<file path="src/hw/rtl/jsu_pkg.sv">
// Shared types, constants and helpers of the JSON string unescaper.
`default_nettype none

package jsu_pkg;

  localparam int unsigned JSU_QUEUE_DEPTH = 4;
  localparam int unsigned JSU_MAX_CHARS   = 5;
  localparam logic [15:0] JSU_CAP_RESET   = 16'd256;

  localparam logic [7:0] CH_NUL    = 8'h00;
  localparam logic [7:0] CH_QUOTE  = 8'h22;
  localparam logic [7:0] CH_BSLASH = 8'h5C;
  localparam logic [7:0] CH_SPACE  = 8'h20;
  localparam logic [7:0] CH_APOS   = 8'h27;
  localparam logic [7:0] CH_U      = 8'h75;
  localparam logic [7:0] CH_N      = 8'h6E;
  localparam logic [7:0] CH_R      = 8'h72;
  localparam logic [7:0] CH_T      = 8'h74;

  localparam logic [15:0] CP_PRINT_LO = 16'd32;
  localparam logic [15:0] CP_PRINT_HI = 16'd126;
  localparam logic [15:0] CP_RSQUO    = 16'h2019;

  typedef enum logic [2:0] {
    MODE_NORMAL = 3'b001,
    MODE_ESCAPE = 3'b010,
    MODE_HEX    = 3'b100
  } jsu_mode_t;

  // One job: the results caused by one input byte, characters first.
  typedef struct packed {
    logic [JSU_MAX_CHARS-1:0][7:0] chars;
    logic [2:0]                    nchars;
    logic                          term;
  } jsu_job_t;

  // Bit 4 is the valid flag, bits 3:0 the digit value.
  function automatic logic [4:0] hex_val(input logic [7:0] b);
    logic [4:0] r;
    r = 5'd0;
    if (b >= 8'h30 && b <= 8'h39) begin
      r = {1'b1, 4'(b - 8'h30)};
    end else if (b >= 8'h61 && b <= 8'h66) begin
      r = {1'b1, 4'(b - 8'h57)};
    end else if (b >= 8'h41 && b <= 8'h46) begin
      r = {1'b1, 4'(b - 8'h37)};
    end
    return r;
  endfunction

endpackage

`default_nettype wire

</file>
<file path="src/hw/rtl/jsu_front.sv">
// Front end: takes bytes, tracks parser state and builds one job per byte.
`default_nettype none

module jsu_front (
  input  wire logic             clk,
  input  wire logic             rst,
  input  wire logic             cfg_we,
  input  wire logic [15:0]      cfg_data,
  input  wire logic             take,
  input  wire logic             start_req,
  input  wire logic [7:0]       in_byte,
  output jsu_pkg::jsu_job_t     job,
  output logic                  job_valid
);
  import jsu_pkg::*;

  logic [15:0]      cap;
  jsu_mode_t        mode, mode_next;
  logic [2:0][7:0]  held, held_next;
  logic [1:0]       hex_count, hex_count_next;
  logic [15:0]      emitted, emitted_next;
  logic             finished, finished_next;

  jsu_mode_t        mode_eff;
  logic [2:0][7:0]  held_eff;
  logic [1:0]       hc_eff;
  logic [15:0]      emitted_eff;
  logic             fin_eff;
  logic             full;
  logic [15:0]      room;
  logic [2:0]       nc;
  logic [2:0]       keep;
  logic             term;
  logic [JSU_MAX_CHARS-1:0][7:0] chars;
  logic             nb_term, nb_esc;
  logic [7:0]       nb_char;
  logic [4:0]       hv_b;
  logic [4:0]       hv_h0, hv_h1, hv_h2;
  logic [15:0]      code;
  logic [7:0]       code_char;

  always_comb begin
    mode_eff    = start_req ? MODE_NORMAL : mode;
    held_eff    = start_req ? '0 : held;
    hc_eff      = start_req ? 2'd0 : hex_count;
    emitted_eff = start_req ? 16'd0 : emitted;
    fin_eff     = start_req ? 1'b0 : finished;

    full = ({1'b0, emitted_eff} + 17'd1) >= {1'b0, cap};
    room = full ? 16'd0 : (cap - 16'd1 - emitted_eff);

    nb_term = (in_byte == CH_NUL) || (in_byte == CH_QUOTE);
    nb_esc  = (in_byte == CH_BSLASH);
    nb_char = in_byte[7] ? CH_SPACE : in_byte;

    hv_b  = hex_val(in_byte);
    hv_h0 = hex_val(held_eff[0]);
    hv_h1 = hex_val(held_eff[1]);
    hv_h2 = hex_val(held_eff[2]);
    code  = {hv_h0[3:0], hv_h1[3:0], hv_h2[3:0], hv_b[3:0]};
    if (code >= CP_PRINT_LO && code <= CP_PRINT_HI) begin
      code_char = code[7:0];
    end else if (code == CP_RSQUO) begin
      code_char = CH_APOS;
    end else begin
      code_char = CH_SPACE;
    end

    mode_next      = mode_eff;
    held_next      = held_eff;
    hex_count_next = hc_eff;
    finished_next  = fin_eff;
    chars          = '0;
    nc             = 3'd0;
    term           = 1'b0;

    if (!fin_eff) begin
      if (full) begin
        term = 1'b1;
      end else begin
        unique case (mode_eff)
          MODE_ESCAPE: begin
            mode_next = MODE_NORMAL;
            if (in_byte == CH_U) begin
              mode_next      = MODE_HEX;
              hex_count_next = 2'd0;
            end else if (in_byte == CH_N || in_byte == CH_R || in_byte == CH_T) begin
              chars[0] = CH_SPACE;
              nc       = 3'd1;
            end else if (in_byte == CH_NUL) begin
              term = 1'b1;
            end else begin
              chars[0] = in_byte;
              nc       = 3'd1;
            end
          end
          MODE_HEX: begin
            if (hv_b[4]) begin
              if (hc_eff != 2'd3) begin
                held_next[hc_eff] = in_byte;
                hex_count_next    = hc_eff + 2'd1;
              end else begin
                mode_next      = MODE_NORMAL;
                hex_count_next = 2'd0;
                chars[0]       = code_char;
                nc             = 3'd1;
              end
            end else begin
              // Broken escape: replay 'u' and the digits held, then the byte as normal.
              mode_next      = MODE_NORMAL;
              hex_count_next = 2'd0;
              chars[0]       = CH_U;
              chars[1]       = held_eff[0];
              chars[2]       = held_eff[1];
              chars[3]       = held_eff[2];
              nc             = 3'd1 + {1'b0, hc_eff};
              if (nb_term) begin
                term = 1'b1;
              end else if (nb_esc) begin
                mode_next = MODE_ESCAPE;
              end else begin
                chars[nc] = nb_char;
                nc        = nc + 3'd1;
              end
            end
          end
          default: begin
            mode_next = MODE_NORMAL;
            if (nb_term) begin
              term = 1'b1;
            end else if (nb_esc) begin
              mode_next = MODE_ESCAPE;
            end else begin
              chars[0] = nb_char;
              nc       = 3'd1;
            end
          end
        endcase
      end
      if (term) begin
        finished_next  = 1'b1;
        mode_next      = MODE_NORMAL;
        hex_count_next = 2'd0;
      end
    end

    // Drop the characters beyond the remaining room.
    keep         = (room < {13'd0, nc}) ? room[2:0] : nc;
    emitted_next = emitted_eff + {13'd0, keep};

    job.chars  = chars;
    job.nchars = keep;
    job.term   = term;
    job_valid  = (keep != 3'd0) || term;
  end

  always_ff @(posedge clk) begin
    if (rst) begin
      cap       <= JSU_CAP_RESET;
      mode      <= MODE_NORMAL;
      held      <= '0;
      hex_count <= 2'd0;
      emitted   <= 16'd0;
      finished  <= 1'b0;
    end else begin
      if (cfg_we) begin
        cap <= cfg_data;
      end
      if (take) begin
        mode      <= mode_next;
        held      <= held_next;
        hex_count <= hex_count_next;
        emitted   <= emitted_next;
        finished  <= finished_next;
      end
    end
  end

  a_fin_idle: assert property (@(posedge clk) disable iff (rst)
    finished |-> (mode == MODE_NORMAL && hex_count == 2'd0))
    else $error("finished with parser mid-escape");

  a_job_fits: assert property (@(posedge clk) disable iff (rst)
    job_valid |-> ({1'b0, job.nchars} + {3'd0, job.term}) <= 4'd5)
    else $error("job holds more than five results");

endmodule

`default_nettype wire

</file>
<file path="src/hw/rtl/jsu_queue.sv">
// Job queue between the front end and the output serialiser.
`default_nettype none

module jsu_queue #(
  parameter int unsigned Depth = jsu_pkg::JSU_QUEUE_DEPTH
) (
  input  wire logic              clk,
  input  wire logic              rst,
  input  wire logic              push,
  input  jsu_pkg::jsu_job_t      push_job,
  output logic                   full,
  input  wire logic              pop,
  output jsu_pkg::jsu_job_t      head,
  output logic                   head_valid
);
  import jsu_pkg::*;

  localparam int unsigned PtrW = (Depth > 1) ? $clog2(Depth) : 1;
  localparam int unsigned CntW = $clog2(Depth + 1);

  jsu_job_t          slots [Depth];
  logic [PtrW-1:0]   wr_ptr, rd_ptr;
  logic [CntW-1:0]   count;
  logic              do_push, do_pop;

  assign full       = (count == CntW'(Depth));
  assign head_valid = (count != '0);
  assign head       = slots[rd_ptr];
  assign do_push    = push && !full;
  assign do_pop     = pop && head_valid;

  always_ff @(posedge clk) begin
    if (do_push) begin
      slots[wr_ptr] <= push_job;
    end
  end

  always_ff @(posedge clk) begin
    if (rst) begin
      wr_ptr <= '0;
      rd_ptr <= '0;
      count  <= '0;
    end else begin
      if (do_push) begin
        wr_ptr <= (wr_ptr == PtrW'(Depth - 1)) ? '0 : wr_ptr + 1'b1;
      end
      if (do_pop) begin
        rd_ptr <= (rd_ptr == PtrW'(Depth - 1)) ? '0 : rd_ptr + 1'b1;
      end
      if (do_push && !do_pop) begin
        count <= count + 1'b1;
      end else if (do_pop && !do_push) begin
        count <= count - 1'b1;
      end
    end
  end

  a_count_range: assert property (@(posedge clk) disable iff (rst)
    count <= CntW'(Depth))
    else $error("queue occupancy beyond depth");

endmodule

`default_nettype wire

</file>
<file path="src/hw/rtl/jsu_back.sv">
// Back end: walks each queued job and sends its results one beat at a time.
`default_nettype none

module jsu_back (
  input  wire logic          clk,
  input  wire logic          rst,
  input  jsu_pkg::jsu_job_t  head,
  input  wire logic          head_valid,
  output logic               pop,
  output logic               m_tvalid,
  input  wire logic          m_tready,
  output logic [7:0]         m_tdata,
  output logic               m_tuser,
  output logic               m_tlast
);
  import jsu_pkg::*;

  logic [2:0] idx;
  logic [2:0] total;
  logic       load;
  logic       is_char;
  logic       cur_last;
  logic [7:0] cur_ch;

  always_comb begin
    total    = head.nchars + {2'd0, head.term};
    is_char  = idx < head.nchars;
    cur_ch   = is_char ? head.chars[idx] : CH_NUL;
    cur_last = (idx == total - 3'd1);
    load     = head_valid && (!m_tvalid || m_tready);
    pop      = load && cur_last;
  end

  always_ff @(posedge clk) begin
    if (load) begin
      m_tdata <= cur_ch;
      m_tuser <= !is_char;
      m_tlast <= cur_last;
    end
  end

  always_ff @(posedge clk) begin
    if (rst) begin
      idx      <= 3'd0;
      m_tvalid <= 1'b0;
    end else begin
      if (load) begin
        m_tvalid <= 1'b1;
        idx      <= cur_last ? 3'd0 : idx + 3'd1;
      end else if (m_tready) begin
        m_tvalid <= 1'b0;
      end
    end
  end

  a_idx_in_job: assert property (@(posedge clk) disable iff (rst)
    head_valid |-> (idx < total))
    else $error("serialiser index past end of job");

  a_term_last: assert property (@(posedge clk) disable iff (rst)
    (m_tvalid && m_tuser) |-> (m_tlast && m_tdata == CH_NUL))
    else $error("terminator beat not last or not zero");

endmodule

`default_nettype wire

</file>
<file path="src/hw/rtl/json_string_unescaper_top.sv">
// Top level of the JSON string unescaper: front end, job queue and serialiser.
//
//  channel  | direction | handshake          | payload
//  ---------+-----------+--------------------+--------------------------------------
//  s_       | in        | s_tvalid/s_tready  | tdata: in_byte; tuser: start_req
//  m_       | out       | m_tvalid/m_tready  | tdata: out_byte; tuser: is_terminator;
//           |           |                    | tlast: last_of_run
//  cfg_     | in        | cfg_we             | cfg_data: out_capacity
//
// The front end takes one byte per cycle while the job queue has room, and
// decides in that cycle every result the byte causes (up to five). The
// serialiser sends one beat per cycle from its output register while m_tready
// is high, so a byte costs as many output beats as it has results: one in the
// usual case, up to five when a broken \u escape is replayed. Bytes that give
// no result (backslash, hex digits being collected, input after the
// terminator) take no output beat at all.
// Reset (rst, synchronous) clears the parser, the queue and the output valid
// flag and sets out_capacity to 256; no clearing pass follows.
// A stall on m_tready fills the queue first; s_tready drops only when all
// QueueDepth entries are taken.
`default_nettype none

module json_string_unescaper_top #(
  parameter int unsigned QueueDepth = jsu_pkg::JSU_QUEUE_DEPTH
) (
  input  wire logic        clk,
  input  wire logic        rst,
  // configuration
  input  wire logic        cfg_we,
  input  wire logic [15:0] cfg_data,   // out_capacity
  // byte input
  input  wire logic        s_tvalid,
  output logic             s_tready,
  input  wire logic [7:0]  s_tdata,    // [7:0] in_byte
  input  wire logic        s_tuser,    // [0] start_req
  // result output
  output logic             m_tvalid,
  input  wire logic        m_tready,
  output logic [7:0]       m_tdata,    // [7:0] out_byte
  output logic             m_tuser,    // [0] is_terminator
  output logic             m_tlast     // last result of this input beat
);
  import jsu_pkg::*;

  jsu_job_t job;
  logic     job_valid;
  logic     take;
  logic     q_full;
  jsu_job_t head;
  logic     head_valid;
  logic     pop;

  // Accept a beat whenever the queue can hold whatever job it makes.
  assign s_tready = !q_full;
  assign take     = s_tvalid && s_tready;

  jsu_front u_front (
    .clk       (clk),
    .rst       (rst),
    .cfg_we    (cfg_we),
    .cfg_data  (cfg_data),
    .take      (take),
    .start_req (s_tuser),
    .in_byte   (s_tdata),
    .job       (job),
    .job_valid (job_valid)
  );

  // Hold jobs with at least one result; empty jobs are not queued.
  jsu_queue #(
    .Depth (QueueDepth)
  ) u_queue (
    .clk        (clk),
    .rst        (rst),
    .push       (take && job_valid),
    .push_job   (job),
    .full       (q_full),
    .pop        (pop),
    .head       (head),
    .head_valid (head_valid)
  );

  jsu_back u_back (
    .clk        (clk),
    .rst        (rst),
    .head       (head),
    .head_valid (head_valid),
    .pop        (pop),
    .m_tvalid   (m_tvalid),
    .m_tready   (m_tready),
    .m_tdata    (m_tdata),
    .m_tuser    (m_tuser),
    .m_tlast    (m_tlast)
  );

endmodule

`default_nettype wire
</file>
<file path="config.mk">
export PLATFORM = sky130hd
export DESIGN_NAME = json_string_unescaper_top
export DESIGN_NICKNAME = d
export VERILOG_FILES = /design/src/hw/rtl/jsu_pkg.sv /design/src/hw/rtl/jsu_front.sv /design/src/hw/rtl/jsu_queue.sv /design/src/hw/rtl/jsu_back.sv /design/src/hw/rtl/json_string_unescaper_top.sv
export SDC_FILE = /design/constraint.sdc
export NUM_CORES = 1
export LEC_CHECK = 0
export BUFFER_PORTS_ARGS = -buffer_cell sky130_fd_sc_hd__buf_2
export CORE_MARGIN = 2
export CORE_UTILIZATION = 57
export CTS_CLUSTER_SIZE = 40
export DETAILED_ROUTE_END_ITERATION = 16
export GPL_TIMING_DRIVEN = 0
export PLACE_DENSITY = 0.77
export SLEW_MARGIN = 20
export SYNTH_ARGS = -nofsm -noshare
export SYNTH_HDL_FRONTEND = slang
export SYNTH_SLANG_ARGS = --single-unit
</file>
<file path="constraint.sdc">
create_clock -name clk -period 8.7 [get_ports clk]
set_input_delay 1.74 -clock clk [delete_from_list [all_inputs] [get_ports clk]]
set_output_delay 1.74 -clock clk [all_outputs]
set_load 0.1 [all_outputs]
</file>
==> results of run 1 <==
==> metal layers <==
| layer | vias to the layer above | global-route usage (%) |
|---|---|---|
| met5 | - | 0 |
| met4 | 0 | 8.89 |
| met3 | 95 | 3.67 |
| met2 | 431 | 48.0 |
| met1 | 5036 | 35.9 |
| li1 | 4775 | - |
==> worst max path at each step <==
stage	from	to	cells after the start
floorplan	s_tuser	u_front.emitted[12]$_SDFFE_PP0P_	36
global placement	s_tuser	u_queue.slots[2][9]$_DFFE_PP_	31
detailed placement	s_tuser	u_front.emitted[12]$_SDFFE_PP0P_	37
CTS	s_tuser	u_front.emitted[12]$_SDFFE_PP0P_	34
global route	s_tuser	u_front.emitted[12]$_SDFFE_PP0P_	34
finish	s_tuser	u_front.emitted[12]$_SDFFE_PP0P_	34
==> through the flow <==
| step | setup WS [ns] | power (mW) | utilization, % | cell area (um2) |
|---|---|---|---|---|
| final | 0.392 | 3.64 | 64.5 | 15600 |
| after CTS | 0.00152 | 3.66 | 64.2 | 15500 |
| after detailed placement | -2.34 | 2.57 | 60.4 | 14600 |
| after global routing | -0.00964 | 3.79 | 64.5 | 15600 |
| after floorplan | 0.00724 | 2.31 | - | 13900 |
| after global placement | -2.42 | 2.52 | 60.1 | 14500 |
==> Yosys cell counts, types with 4 or more instances <==
cell type,instances
o21ai_0,30
edfxtp_1,182
o21a_1,6
a31oi_1,14
clkbuf_1,38
ha_1,65
mux4_2,51
a21o_1,15
nand3_1,31
nand2_1,125
a211oi_1,12
nand2b_1,7
nand3b_1,6
xor2_1,19
buf_1,9
nor3b_1,4
o2111ai_1,7
nor2_1,131
and2_1,10
and3_1,25
a21oi_1,65
a22oi_1,21
buf_2,10
mux2i_1,23
nor2b_1,25
inv_1,63
o211ai_1,9
nand4_1,9
o311ai_0,4
xnor2_1,20
dfxtp_1,75
or3_1,9
nor3_1,31
==> timing repair <==
action / in CTS / in global routing
hold buffers: 0 / 0
setup endpoints to repair: 196 / 12
gates resized for setup: 17 / 16
buffers inserted: 3 / 2
pin swaps: 1 / 6
gates cloned: 1 / 1
==> logic make-up after synthesis <==
family	Yosys count	share of synthesized area [%]
AO/OA/AOI/OAI	232	11.8
AND/OR/NAND/NOR	445	15.7
adder cells (fa/ha/maj)	68	6.27
flip-flops	257	50.0
XOR/XNOR	39	2.45
multiplexers	77	10.1
buffers and inverters	125	3.59
==> worst max-delay path, delay by kind of cell <==
family	cells	cell delay [ns]
buffers and inverters	6	1.14
multiplexers	1	0.25
AO/OA/AOI/OAI	7	1.49
AND/OR/NAND/NOR	14	2.77
XOR/XNOR	2	0.27
adder cells (fa/ha/maj)	4	0.99
==> cells in the final DEF, fill, tap and decap left out, types with 19 or more instances in the layout <==
| cell type | Yosys | layout |
|---|---|---|
| nand3_1 | 31 | 31 |
| xnor2_1 | 20 | 20 |
| nor2_1 | 131 | 129 |
| clkbuf_1 | 38 | 45 |
| dfxtp_1 | 75 | 75 |
| mux4_2 | 51 | 51 |
| ha_1 | 65 | 64 |
| o21ai_0 | 30 | 30 |
| nor2b_1 | 25 | 21 |
| buf_2 | 10 | 46 |
| edfxtp_1 | 182 | 182 |
| nand2_1 | 125 | 124 |
| xor2_1 | 19 | 19 |
| a22oi_1 | 21 | 21 |
| nor3_1 | 31 | 30 |
| clkbuf_16 | 0 | 26 |
| inv_1 | 63 | 62 |
| a21oi_1 | 65 | 64 |
| mux2i_1 | 23 | 21 |
| and3_1 | 25 | 25 |
==> flip-flops by register name (all words and copies together) (netlist names), 3 cells and up, named ones only <==
signal and cells:
u_queue.slots 172, u_front.held 24, u_front.cap 16, u_front.emitted 16, u_back.m_tdata 8, u_back.idx 3
u_front.mode 3, u_queue.count 3
==> final cells by class <==
| type | count | area, um2 |
|---|---|---|
| Inverter | 64 | 244 |
| Sequential cell | 257 | 6970 |
| Buffer | 58 | 269 |
| Timing Repair Buffer | 45 | 290 |
| Tap cell | 324 | 405 |
| Clock inverter | 7 | 93.8 |
| Fill cell | 1806 | 8570 |
| Clock buffer | 39 | 729 |
| Timing Repair inverter | 2 | 10.0 |
| Multi-Input combinational cell | 861 | 6600 |
==> report_power, final <==
group,switching (mW),total [mW],internal [mW]
logic,0.672,1.04,0.365
registers,0.0548,1.52,1.47
clock network,0.448,1.08,0.636
==> results.py, run 1 <==
metrics = {
    "outcome": {
        "status": "complete, no violations",
    },
    "placement": {
        "dp.cells": 1607,
        "place_hpwl_mm": 25.1,
        "portBuffers": 37,
        "gp_congestion": 0.979,
    },
    "final_layout": {
        "area_delta_synth_final_pct": 12.0,
        "final_cells": 1657,
        "antenna_cells": 0,
        "final_nets": 1413,
        "drive_gt1_share_pct": 14.6,
    },
    "floorplanning": {
        "die-width_um": 160,
        "pin_count": 42,
        "die-area_mm2": 0.0257,
        "die_h_um": 160,
        "initial_utilization_pct": 57.6,
        "core_mm2": 0.0242,
        "rows": 57,
    },
    "critical_path": {
        "worstSetupPathType": "in -> reg",
        "endpoint_kind": "register",
        "r2r_cells": 31,
        "crit_path_top_delay_cell": "or3_1",
        "r2r_end": "u_front.emitted[12]$_SDFFE_PP0P_",
        "rrSetupSlack_ns": 1.90,
        "rr_startpoint": "u_front.emitted[0]$_SDFFE_PP0P_",
        "crit_path_start_kind": "input port",
        "critPathMaxFanout": 12,
        "arrival_ns": 8.70,
        "worst_path_largest_cell_delay_ns": 0.40,
        "crit_path_frequent_cell": "nand2_1",
        "cp.required_ns": 9.09,
    },
    "drt": {
        "vias": 10337,
        "wire_per_inst_um": 21.3,
        "wl_met2_mm": 17.6,
        "met3_wirelength_mm": 2.24,
        "via_per_inst": 6.24,
        "highest_layer": "met4",
        "dr.pass1.iters": 6,
        "ant_nets": 0,
        "drt_iter0_drc": 904,
        "wirelength_mm": 35.3,
        "drcViolationCount": 0,
        "met1_length_mm": 14.3,
    },
    "hold_path": {
        "hold_end": "u_front.hex_count[0]$_SDFFE_PP0P_",
        "hold_start": "u_front.hex_count[0]$_SDFFE_PP0P_",
        "hold_depth": 2,
        "hp-class": "reg -> reg",
    },
    "cts": {
        "cts-root-buf": "clkbuf_16",
        "cts_tree": "built",
        "clk_path_buf_depth": 3,
        "htreeDepth": 1,
        "cts.sinks": 257,
        "clkTransAtPathRegs_ns": 0.06,
        "clock_latency_ns": 0.54,
        "cts_made_buffers": 26,
    },
    "yosys": {
        "synthDistinctLibCells": 86,
        "ys_ff_latch": 257,
        "syn_area_mm2": 0.0139,
        "yosysWarnings": 0,
        "synth_seq_area_share_pct": 50.0,
        "yosys.area.top_type": "edfxtp_1",
        "synthArstFlopShare_pct": 0,
        "synth-main-ff-cell": "edfxtp_1",
        "synth_edf_count": 182,
        "syn-num-nets": 1341,
        "synth_top_area_share_pct": 39.2,
        "synth_area_leaders": "edfxtp_1 39%, dfxtp_1 11%, mux4_2 8.2%",
        "synth.avg_cell_area_um2": 11.2,
        "synthCells": 1243,
    },
    "sta": {
        "fin_crit_sh_pct": 95.5,
        "period_minus_slack_ns": 8.31,
        "finalSetupViolations": 0,
        "worst_pin_slew_ns": 1.03,
        "tns_ns": 0,
        "maxSlewHeadroom_pct": 31.4,
        "final_max_slew_viol_count": 0,
        "hold_viol": 0,
        "clock.fmax_mhz": 120,
        "whs_ns": 0.453,
        "skew_ns": 0.0147,
    },
    "grt": {
        "overflow": 0,
        "grt_pass1_vias": 10129,
        "antenna_found_initial": 0,
        "grt_max_degree": 44,
        "gr-usage-all-layers_pct": 27.5,
        "grt_pass1_wl_mm": 55.7,
    },
    "power": {
        "power_density_mw_per_mm2": 234,
        "leakagePower_nw": 5.59,
        "ir_drop_mv": 0.308,
    },
    "run": {
        "maxCapViolations": 0,
    },
}
(Power assumes the default switching activity.)
==> inputs of run 2 (changes only) <==
--- a/config.mk
+++ b/config.mk
@@ -15,4 +15,5 @@
 export SLEW_MARGIN = 20
 export SYNTH_ARGS = -nofsm -noshare
 export SYNTH_HDL_FRONTEND = slang
+export SYNTH_HIERARCHICAL = 1
 export SYNTH_SLANG_ARGS = --single-unit
==> run 2 against run 1 <==
Utilization grew 0.35 points. Highest routed layer unchanged. Synthesized area grew 1.3%. Synthesized cell count fell by 0.72%.
==> results.py, run 2 <==
metrics = {
    "outcome": {
        "status": "complete, no violations",
    },
    "run": {
        "maxCapViolations": 0,
    },
    "drt": {
        "vias": 10267,
        "via_per_inst": 6.22,
        "ant_nets": 0,
        "wire_per_inst_um": 22.0,
        "drt_iter0_drc": 1215,
        "drcViolationCount": 0,
        "dr.pass1.iters": 6,
        "wirelength_mm": 36.3,
    },
    "sta": {
        "final_max_slew_viol_count": 0,
        "worst_pin_slew_ns": 0.958,
        "rsz0062_at_grt": "no",
        "tns_ns": 0,
        "skew_ns": 0.0130,
        "maxSlewHeadroom_pct": 36.1,
        "clock.fmax_mhz": 120,
        "finalSetupViolations": 0,
        "hold_viol": 0,
        "whs_ns": 0.510,
        "period_minus_slack_ns": 8.34,
        "fin_crit_sh_pct": 95.9,
    },
    "cts": {
        "cts_tree": "built",
        "cts-root-buf": "clkbuf_16",
        "clkTransAtPathRegs_ns": 0.06,
        "clock_latency_ns": 0.55,
        "cts_hold_buf": 0,
        "cts_made_buffers": 27,
        "htreeDepth": 1,
        "clk_path_buf_depth": 3,
        "cts.sinks": 261,
    },
    "final_layout": {
        "antenna_cells": 0,
        "final_core_util_pct": 64.9,
        "top_regs": "u_queue/slots x176, u_front/held x24",
        "drive_gt1_share_pct": 16.4,
        "fin_area_mm2": 0.0158,
        "area_delta_synth_final_pct": 11.8,
        "final_nets": 1404,
        "layout_common_cells": "186 x edfxtp_1, 115 x nor2_1, 103 x nand2_1, 75 x dfxtp_1, 66 x ha_1",
        "largest_reg_flops": 176,
        "regMostFlops": "u_queue/slots",
        "final_common_cell": "edfxtp_1",
    },
    "yosys": {
        "yosysWarnings": 6,
        "synthCells": 1234,
        "synth_mux_area_share_pct": 10.6,
        "synth.avg_cell_area_um2": 11.4,
        "synth_seq_area_share_pct": 50.2,
        "synth_top_family_by_area": "simple AND/OR/NAND/NOR gates",
        "synth_compound_area_share_pct": 12.3,
        "synth_top_area_share_pct": 39.6,
        "synthArstFlopShare_pct": 0,
        "yosysMostFrequentCell": "edfxtp_1",
        "synthDistinctLibCells": 93,
        "synth_area_leaders": "edfxtp_1 40%, dfxtp_1 11%, mux4_2 7.0%",
        "ys_top_cells_by_count": "186 x edfxtp_1, 115 x nor2_1, 103 x nand2_1, 75 x dfxtp_1, 66 x ha_1",
        "synthAdderAreaFrac_pct": 6.28,
        "yosys.area.top_type": "edfxtp_1",
        "synth_xor_area_share_pct": 2.23,
        "synth_edf_count": 186,
        "ys_ff_latch": 261,
        "synthSimpleGateAreaFrac_pct": 14.4,
        "syn-num-nets": 1333,
        "synth-main-ff-cell": "edfxtp_1",
        "syn_area_mm2": 0.0141,
    },
    "power": {
        "total_power_mw": 3.78,
        "leakagePower_nw": 5.74,
        "power_density_mw_per_mm2": 239,
        "ir_drop_mv": 0.257,
    },
    "hold_path": {
        "hold_depth": 2,
        "hold_end": "u_front/held[16]$_SDFFE_PP0P_",
        "hold_start": "u_front/held[16]$_SDFFE_PP0P_",
        "hp-class": "reg -> reg",
    },
    "critical_path": {
        "crit_path_start_kind": "input port",
        "r2r_cells": 28,
        "rr_startpoint": "u_front/emitted[7]$_SDFFE_PP0P_",
        "arrival_ns": 8.83,
        "critPathMaxFanout": 19,
        "cp.required_ns": 9.18,
        "worstSetupPathType": "in -> reg",
        "endpoint_kind": "register",
        "worst_path_largest_cell_delay_ns": 0.40,
        "crit_path_top_delay_cell": "or3_2",
        "rrSetupSlack_ns": 1.88,
        "r2r_end": "u_queue/count[2]$_SDFFE_PP0P_",
    },
    "floorplanning": {
        "initial_utilization_pct": 58.0,
        "core_mm2": 0.0243,
        "pin_count": 42,
        "die-width_um": 161,
        "rows": 57,
        "die-area_mm2": 0.0260,
        "die_h_um": 161,
    },
    "placement": {
        "portBuffers": 38,
        "gp_congestion": 0.959,
        "placed_area_mm2": 0.0147,
        "place_hpwl_mm": 25.5,
    },
    "grt": {
        "overflow": 0,
        "grt_pass1_wl_mm": 56.1,
        "antenna_found_initial": 0,
        "grt_max_degree": 45,
        "gr-usage-all-layers_pct": 28.0,
        "grt_pass1_vias": 10043,
    },
}
run 2: changes by cell type after synthesis, moves of 7 or more:
| cell | previous run | this run |
|---|---|---|
| a21oi_2 | 1 | 8 |
| mux4_2 | 51 | 44 |
| nor3_1 | 31 | 22 |
| mux2_2 | 3 | 12 |
| and3_1 | 25 | 15 |
| nand2_1 | 125 | 103 |
| nand2b_1 | 7 | 18 |
| nor2_1 | 131 | 115 |
| o21ai_1 | 0 | 9 |
| buf_6 | 1 | 9 |
| a22o_1 | 1 | 17 |
run 2: area by class of cell:
type | count | area (um2)
fill | 1835 | 8540
sequential | 261 | 7090
multi-input combinational | 849 | 6530
clock buffer | 33 | 739
tap | 324 | 405
buffer | 65 | 350
timing repair buffer | 43 | 240
inverter | 58 | 223
clock inverter | 17 | 203
run 2: per-layer routing:
| layer | vias to the layer above | global-route usage, % | routed length, um |
|---|---|---|---|
| li1 | 4769 | - | - |
| met4 | 0 | 10.1 | 1340 |
| met3 | 77 | 4.52 | 2680 |
| met2 | 463 | 46.1 | 17300 |
| met1 | 4958 | 38.0 | 15000 |
| met5 | - | 0 | 0 |
run 2: kinds of logic (layout without fill, tap and decap cells):
kind of cell,after synthesis,in the layout
AO/OA/AOI/OAI,252,252
adder cells (fa/ha/maj),69,69
flip-flops,261,261
XOR/XNOR,35,35
buffers and inverters,124,216
AND/OR/NAND/NOR,401,401
other,1,1
multiplexers,91,91
run 2: stage by stage:
step                      setup slack [ns]  cells
final                                0.358   1650
after detailed placement             -1.88   1597
after global routing              0.000729   1650
after global placement               -1.78   1596
after CTS                          0.00529   1646
after floorplan                      0.569   1234
run 2: power by group:
group / internal, mW / switching (mW)
combinational: 0.341 / 0.650
clock: 0.725 / 0.479
sequential: 1.52 / 0.0636
total: 2.59 / 1.19
run 2: how the worst max path moves through the flow:
stage                                                   to  slack, ns    start  cells past startpoint
after floorplan            u_front/emitted[9]$_SDFFE_PP0P_       0.57  s_tuser                     35
after global placement    u_front/emitted[13]$_SDFFE_PP0P_      -1.78  s_tuser                     37
after detailed placement   u_front/emitted[9]$_SDFFE_PP0P_      -1.88  s_tuser                     37
after CTS                 u_front/emitted[13]$_SDFFE_PP0P_      0.005  s_tuser                     36
after global routing         u_queue/count[2]$_SDFFE_PP0P_     0.0007  s_tuser                     35
final                        u_queue/count[2]$_SDFFE_PP0P_       0.36  s_tuser                     34
run 2: critical path: cells and delay by family:
kind | cells | cell delay, ns
xor+xnor | 2 | 0.32
compound gates | 6 | 1.16
simple gates | 11 | 2.44
mux | 1 | 0.18
fa+ha+maj | 5 | 1.39
buf+inv | 9 | 1.57
run 2: timing repair:
action                                  4_1_cts  5_1_grt
gates resized for setup                       9       14
buffers inserted                              0        4
endpoints found under the setup margin      195       13
